### config.mk
export PLATFORM = sky130hd
export DESIGN_NAME = tfs_div
export DESIGN_NICKNAME = d
export VERILOG_FILES = /design/src/hdl/triangle_fragment_shade_defines.svh /design/src/hdl/tfs_pkg.sv /design/src/hdl/tfs_div.sv
export SDC_FILE = /design/constraint.sdc
export NUM_CORES = 2
export LEC_CHECK = 0
export ABC_CLOCK_PERIOD_IN_PS = 7700
export BUFFER_PORTS_ARGS = -buffer_cell sky130_fd_sc_hd__buf_2
export CORE_MARGIN = 10
export CORE_UTILIZATION = 42
export CTS_BUF_LIST = sky130_fd_sc_hd__clkbuf_8
export CTS_CLUSTER_DIAMETER = 80
export DETAILED_ROUTE_END_ITERATION = 8
export GPL_TIMING_DRIVEN = 0
export PLACE_DENSITY = 0.59
export SYNTH_ARGS = -nofsm -noshare
export SYNTH_HDL_FRONTEND = slang
export SYNTH_SLANG_ARGS = --single-unit
export TNS_END_PERCENT = 50
### constraint.sdc
create_clock -name clk -period 7.7 [get_ports clk]
set_input_delay 0 -clock clk [delete_from_list [all_inputs] [get_ports clk]]
set_output_delay 0 -clock clk [all_outputs]
set_load 0.02 [all_outputs]
### src/hdl/triangle_fragment_shade_defines.svh
// Assertion macros for the triangle fragment shading pipeline
`ifndef TRIANGLE_FRAGMENT_SHADE_DEFINES_SVH
`define TRIANGLE_FRAGMENT_SHADE_DEFINES_SVH
`ifndef NO_ASSERTIONS
// check a condition in the same cycle
`define TFS_ASSERT_IMP(lbl, pre, post) \
	lbl: assert property (@(posedge clk) disable iff (!arst_n) (pre) |-> (post)) \
		else $error("fragment shade assertion failed");
// check a condition in the cycle after the antecedent
`define TFS_ASSERT_NXT(lbl, pre, post) \
	lbl: assert property (@(posedge clk) disable iff (!arst_n) (pre) |=> (post)) \
		else $error("fragment shade assertion failed");
`else
`define TFS_ASSERT_IMP(lbl, pre, post)
`define TFS_ASSERT_NXT(lbl, pre, post)
`endif
`endif

### src/hdl/tfs_pkg.sv
// Shared constants and types for the triangle fragment shading pipeline
package tfs_pkg;
	localparam int PIXEL_COORD_BITS_DEF = 12;
	localparam int POS_FRAC_BITS = 4;
	localparam int VTX_W = 16;
	localparam int CHAN_W = 8;
	localparam int LIGHT_W = 16;
	localparam int LIGHT_FRAC_BITS = 14;
	localparam int COLOR_FRAC_BITS = 8;
	localparam int QUOT_BITS = 24;
	localparam int CFG_IDX_W = 3;
	localparam int CFG_DATA_W = 48;

	typedef logic [CFG_IDX_W-1:0] cfg_idx_t;

	localparam cfg_idx_t REG_POS_A = 3'd0;
	localparam cfg_idx_t REG_POS_B = 3'd1;
	localparam cfg_idx_t REG_POS_C = 3'd2;
	localparam cfg_idx_t REG_COL_A = 3'd3;
	localparam cfg_idx_t REG_COL_B = 3'd4;
	localparam cfg_idx_t REG_COL_C = 3'd5;
	localparam cfg_idx_t REG_LIGHT = 3'd6;
endpackage

### src/hdl/tfs_div.sv
// Pipelined rounded divider, one quotient bit per stage, saturating result
module tfs_div import tfs_pkg::*; #(
	parameter int NUM_W = 55,
	parameter int DEN_W = 35
) (
	input  logic                      clk,
	input  logic                      en,
	input  logic signed [NUM_W-1:0]   num,
	input  logic        [DEN_W-1:0]   den,
	output logic signed [QUOT_BITS:0] quot
);
	localparam int QB = QUOT_BITS;
	localparam int RW = ((NUM_W > DEN_W + QB) ? NUM_W : DEN_W + QB) + 1;
	localparam logic signed [QB:0] QMAX = {1'b0, {QB{1'b1}}};
	localparam logic signed [QB:0] QMIN = {1'b1, {QB{1'b0}}};

	logic [RW-1:0]    rem_s [0:QB];
	logic [QB-1:0]    quo_s [0:QB];
	logic [DEN_W-1:0] den_s [0:QB];
	logic             neg_s [0:QB];
	logic             ovf_s [0:QB];

	logic             neg_in;
	logic [NUM_W-1:0] mag_in;
	logic [RW-1:0]    start;

	assign neg_in = num[NUM_W-1];
	assign mag_in = neg_in ? NUM_W'(-num) : NUM_W'(num);
	// add half the divisor for round-to-nearest, ties away from zero
	assign start  = RW'(mag_in) + RW'(den >> 1);

	always_ff @(posedge clk) begin
		logic [RW-1:0] dsh;
		logic          ge;
		if (en) begin
			rem_s[0] <= start;
			quo_s[0] <= '0;
			den_s[0] <= den;
			neg_s[0] <= neg_in;
			ovf_s[0] <= start >= (RW'(den) << QB);
			// each stage resolves one quotient bit, most significant first
			for (int k = 1; k <= QB; k++) begin
				dsh = RW'(den_s[k-1]) << (QB - k);
				ge  = rem_s[k-1] >= dsh;
				rem_s[k] <= ge ? rem_s[k-1] - dsh : rem_s[k-1];
				quo_s[k] <= quo_s[k-1] | (QB'(ge) << (QB - k));
				den_s[k] <= den_s[k-1];
				neg_s[k] <= neg_s[k-1];
				ovf_s[k] <= ovf_s[k-1];
			end
		end
	end

	always_comb begin
		if (ovf_s[QB])
			quot = neg_s[QB] ? QMIN : QMAX;
		else if (neg_s[QB])
			quot = -$signed({1'b0, quo_s[QB]});
		else
			quot = $signed({1'b0, quo_s[QB]});
	end
endmodule

== Word-level counts from Yosys, hierarchy flattened ==
Memory sizes are Yosys's and may differ from the RTL's.
Cells that the tools add are included.

* Add/sub/neg operators: 27
* Multiply operators: 0
* Divide/modulo/power cells: 0
* Order comparisons: 25
* Equality and inequality tests: 0
* Shift-type cells: 0
* Mux-type cells: 30
* Bitwise logic cells: 24
* Reduce and logical (&&, ||, !) cells: 0

{| class="wikitable"
|+ Operators with widths
! cell !! count
|-
| 60-bit 2-to-1 mux || 24
|-
| 25-bit 2-to-1 mux || 3
|-
| 60-bit by 35-bit greater-or-equal comparator with 1-bit output || 1
|-
| 60-bit by 36-bit greater-or-equal comparator with 1-bit output || 1
|-
| 60-bit by 37-bit greater-or-equal comparator with 1-bit output || 1
|-
| 60-bit by 38-bit greater-or-equal comparator with 1-bit output || 1
|-
| 60-bit by 39-bit greater-or-equal comparator with 1-bit output || 1
|-
| 60-bit by 40-bit greater-or-equal comparator with 1-bit output || 1
|-
| 60-bit by 41-bit greater-or-equal comparator with 1-bit output || 1
|-
| 60-bit by 42-bit greater-or-equal comparator with 1-bit output || 1
|-
| 60-bit by 43-bit greater-or-equal comparator with 1-bit output || 1
|-
| 60-bit by 44-bit greater-or-equal comparator with 1-bit output || 1
|-
| 60-bit by 45-bit greater-or-equal comparator with 1-bit output || 1
|-
| 60-bit by 46-bit greater-or-equal comparator with 1-bit output || 1
|-
| 60-bit by 47-bit greater-or-equal comparator with 1-bit output || 1
|-
| 60-bit by 48-bit greater-or-equal comparator with 1-bit output || 1
|-
| 60-bit by 49-bit greater-or-equal comparator with 1-bit output || 1
|-
| 60-bit by 50-bit greater-or-equal comparator with 1-bit output || 1
|-
| 60-bit by 51-bit greater-or-equal comparator with 1-bit output || 1
|-
| 60-bit by 52-bit greater-or-equal comparator with 1-bit output || 1
|-
| 60-bit by 53-bit greater-or-equal comparator with 1-bit output || 1
|-
| 60-bit by 54-bit greater-or-equal comparator with 1-bit output || 1
|-
| 60-bit by 55-bit greater-or-equal comparator with 1-bit output || 1
|-
| 60-bit by 56-bit greater-or-equal comparator with 1-bit output || 1
|-
| other kinds (56) || 57
|}

* Bits in registers: 0
* Bits in latches: 0
* RAM bits: 3,025
* ROM bits: 0
* Bits of input ports: 92
* Output and inout bits: 25
* Word-level logic and storage cells: 111
* Memories: 5

{| class="wikitable"
|+ Memory list
! name !! words !! bits a word !! rd ports !! clocked after Yosys merged registers in !! write ports !! line !! RTL
|-
| rem_s || 25 || 60 || 24 || 0 || 25 || tfs_div.sv:17 || <nowiki>logic [RW-1:0] rem_s [0:QB];</nowiki>
|-
| den_s || 25 || 35 || 24 || 0 || 25 || tfs_div.sv:19 || <nowiki>logic [DEN_W-1:0] den_s [0:QB];</nowiki>
|-
| quo_s || 25 || 24 || 25 || 0 || 25 || tfs_div.sv:18 || <nowiki>logic [QB-1:0] quo_s [0:QB];</nowiki>
|-
| neg_s || 25 || 1 || 25 || 0 || 25 || tfs_div.sv:20 || <nowiki>logic neg_s [0:QB];</nowiki>
|-
| ovf_s || 25 || 1 || 25 || 0 || 25 || tfs_div.sv:21 || <nowiki>logic ovf_s [0:QB];</nowiki>
|}

== Longest topological paths before layout ==
* Word-level depth: 4
* Depth in mapped cells: 30

== Worst setup path before layout ==
Ideal clock, no wire load.

* Path type: in2reg
* From: in num[54]
* To: mem ovf_s[0], data pin
* Library setup time: 169 ps
* Arrival time: 6,166 ps
* Data required time: 7,531 ps
* Slack: 1,365 ps
* Cell stages on the path: 28
* Path buffers: 4
* Path through: clkbuf_1 > clkbuf_1 > clkbuf_1 > buf_1 > o41ai_1 > xnor2_1 > ha_1 > a21o_1 > a221o_1 > a211oi_1 > a21oi_1 > a21boi_0 > o311ai_1 > a221oi_1 > nor2_1 > nand2_1 > xor2_1 > ha_1 > and3_1 > nand3_1 > nor4_1 > nand4_1 > or4_1 > or4_1 > nor3_1 > nand2_1 > or4_1 > o31ai_1

{| class="wikitable"
|+ RTL lines
! what !! line !! RTL
|-
| start: declaration || tfs_div.sv:8 || <nowiki>input logic signed [NUM_W-1:0] num,</nowiki>
|-
| end: declaration || tfs_div.sv:21 ||
|}

==> impl_metrics.env <==
export IMPL_holdCritPathClass="in2reg"
export IMPL_synth_top_cell_area_share_pct=54.14
export IMPL_layout_commonest_cell="edfxtp_1"
export IMPL_critPathMaxStageDelay_ps=620
export IMPL_relSlewSlack_pct=-6.202
export IMPL_core_um2=345700
export IMPL_drive_gt1_share_pct=7.155
export IMPL_clkTransAtPathRegs_ps=70
export IMPL_cap_violations=2
export IMPL_vias_per_cell=5.456
export IMPL_period_share_pct=95.25
export IMPL_synth_edf_count=2626
export IMPL_fin_nets=14920
export IMPL_stdcell_count=18840
export IMPL_rsz0062_at_grt="false"
export IMPL_placed_area_um2=152500
export IMPL_worstMarginPinSlew_ps=1578
export IMPL_power_leakage_nw=63.99
export IMPL_wl_per_cell_um=20.37
export IMPL_clkSinkCount=2626
export IMPL_cp_max_fo=10
export IMPL_fp_dieArea_um2=370800
export IMPL_grt_usage_pct=19.81
export IMPL_cp_num_buf_inv=7
export IMPL_grt_max_degree=179
export IMPL_die_w_um=608.9
export IMPL_yosysTopAreaCell="edfxtp_1"
export IMPL_first_pass_iters=8
export IMPL_yosysWarnings=0
export IMPL_netlist_top_cells_area="edfxtp_1 (54%), ha_1 (7.8%), a21oi_1 (3.5%)"
export IMPL_violations="max-capacitance violations, max-slew violations"
export IMPL_worstPathArrival_ps=8280
export IMPL_critPathLaunchType="input port"
export IMPL_cts_tree="done"
export IMPL_finalHoldViolCount=0
export IMPL_synthToLayoutAreaGrowth_pct=11.89
export IMPL_die_h_um=608.9
export IMPL_drtIter0Drc=8681
export IMPL_async_flop_share_pct=0
export IMPL_hold_slack_ps=168.4
export IMPL_crit_type="in2reg"
export IMPL_clock_path_buffers=4
export IMPL_worstPathRequired_ps=8650
export IMPL_final_antenna_net_count=0
export IMPL_synth_avg_cell_area_um2=11.10
export IMPL_num_vias=102800
export IMPL_cellPowerDensity_nw_per_um2=348.7
export IMPL_timing_fmax_mhz=136.3
export IMPL_place_congestion=0.9054
export IMPL_io_buffer_count=115
export IMPL_ys_seq_elements=2626
export IMPL_status="finished with violations"
export IMPL_fin_tns_setup_ps=0
export IMPL_ys_flop_type="edfxtp_1"
export IMPL_synthCells=13120
export IMPL_finalSetupViolCount=0
export IMPL_grt_pass1_vias=99380
export IMPL_htreeDepth=5
export IMPL_cts_buffers=437
export IMPL_postCtsSetupRepairBufs=0
export IMPL_min_period_ps=7334
export IMPL_synth_area_um2=145700
export IMPL_drv_slew=4
export IMPL_cp_top_family="buffers and inverters"
export IMPL_placed_cells=17830
export IMPL_initial_utilization_pct=42.14
export IMPL_grt_overflow_total=0
export IMPL_num_io_pins=117
export IMPL_final_cell_mix="edfxtp_1 (2626), inv_1 (1266), nand2_1 (1030), a21oi_1 (1025), ha_1 (909)"
export IMPL_finalInstanceArea_um2=163000
export IMPL_synth_cell_types=111
export IMPL_dp_hpwl_um=294100
export IMPL_yosysSeqAreaShare_pct=54.14
export IMPL_grt_pass1_wl_um=585100
export IMPL_grt_antenna_before_repair=9
export IMPL_cpMaxStageDelayCell="dlygate4sd3_1"
export IMPL_clkLatencyLatePin_ps=1140
export IMPL_drt_wl_total_um=383800
export IMPL_skew_ps=132.4
export IMPL_rows=216
export IMPL_end_kind="flip-flop"
export IMPL_drc=0
export IMPL_cts_root_buf="clkbuf_8"
export IMPL_vdd_ir_drop_max_uv=179.7
kinds of logic after synthesis:
family / count (synthesis) / synth area share (%)
xor gates and xnor gates: 1078 / 6.482
buffers and inverters: 1467 / 3.848
and+or+nand+nor: 3471 / 11.74
adders and majority gates: 933 / 8.138
AOI/OAI and AO/OA: 3413 / 14.68
muxes: 128 / 0.9801
DFF: 2626 / 54.14
other: 1 / 0.002574
flip-flops by register name, indices dropped and copies added, names as in the netlist:
| register | flops |
|---|---|
| rem_s | 1436 |
| den_s | 840 |
| neg_s | 25 |
| quo_s | 300 |
| ovf_s | 25 |
power by group:
part,leakage (nW),total (mW),switching (mW),internal [mW]
Sequential,25.4,22.4,2.25,20.2
Combinational,33.8,22.6,13.1,9.44
Clock,4.74,11.9,5.80,6.06
Total,64.0,56.8,21.2,35.7
synthesized netlist by cell type, types with 177 or more instances:
cell / n
clkbuf_1: 247
a21oi_1: 1026
ha_1: 909
xor2_1: 498
a21o_1: 534
nor3_1: 231
nor4_1: 191
inv_1: 1138
xnor2_1: 580
o21ai_0: 861
nand2_1: 1030
nor2_1: 817
nand3_1: 212
nand4_1: 177
edfxtp_1: 2626
per-stage QoR:
| stage | util, % | setup WS, ps | total power, mW |
|---|---|---|---|
| 2_1_floorplan | - | 1365 | 38.51 |
| 3_3_place_gp | 43.96 | -36360 | 45.96 |
| 3_5_place_dp | 44.11 | -1269 | 44.83 |
| 4_1_cts | 47.13 | 18.88 | 57.14 |
| 5_1_grt | 47.14 | 20.30 | 60.80 |
| 6_report | 47.15 | 365.6 | 56.83 |
layout make-up:
cell class                      instances  area [um^2]
Sequential cell                      2626        78860
Buffer                                320         1308
Antenna cell                            9        22.52
Timing Repair Buffer                  342         3166
Fill cell                           31950       182700
Clock inverter                        358         2310
Tap cell                             4578         5728
Clock buffer                          437         6015
Multi-Input combinational cell       9025        61270
Inverter                             1147         4305
layer usage:
layer	global-route usage, %	up-vias	part of all wire, %
met1	26.23	49380	44
met5	0	-	0.0034
met4	5.597	2	2.8
li1	-	50170	-
met3	2.887	585	5.5
met2	33.89	2658	48
timing repair:
action                                  CTS  global route
endpoints found under the setup margin    1             1
pin swaps                                 0             1
cloned                                    0             0
hold endpoints to repair                425             0
hold buffers                            208             0
resized for setup                         1            19
worst min-delay path, cell delays in order:
cell	delay [ps]
buf_2	120
xnor2_1	80
ha_1	230
a21oi_1	160
nand2_1	70
a21oi_1	150
a21oi_2	110
xor2_1	200
path summary, 6_finish.rpt:
| kind | start | end | cells past startpoint | slack, ps |
|---|---|---|---|---|
| min | num[17] | rem_s[0][22]$_DFFE_PP_ | 8 | 170 |
| max reg2reg | rem_s[5][47]$_DFFE_PP_ | rem_s[6][52]$_DFFE_PP_ | 15 | 2060 |
| max | num[54] | ovf_s[0]$_DFFE_PP_ | 30 | 370 |
| min reg2reg | quo_s[0][231]$_DFFE_PP_ | quo_s[0][255]$_DFFE_PP_ | 0 | 300 |
No activity file was read; power rests on OpenSTA's default activity.
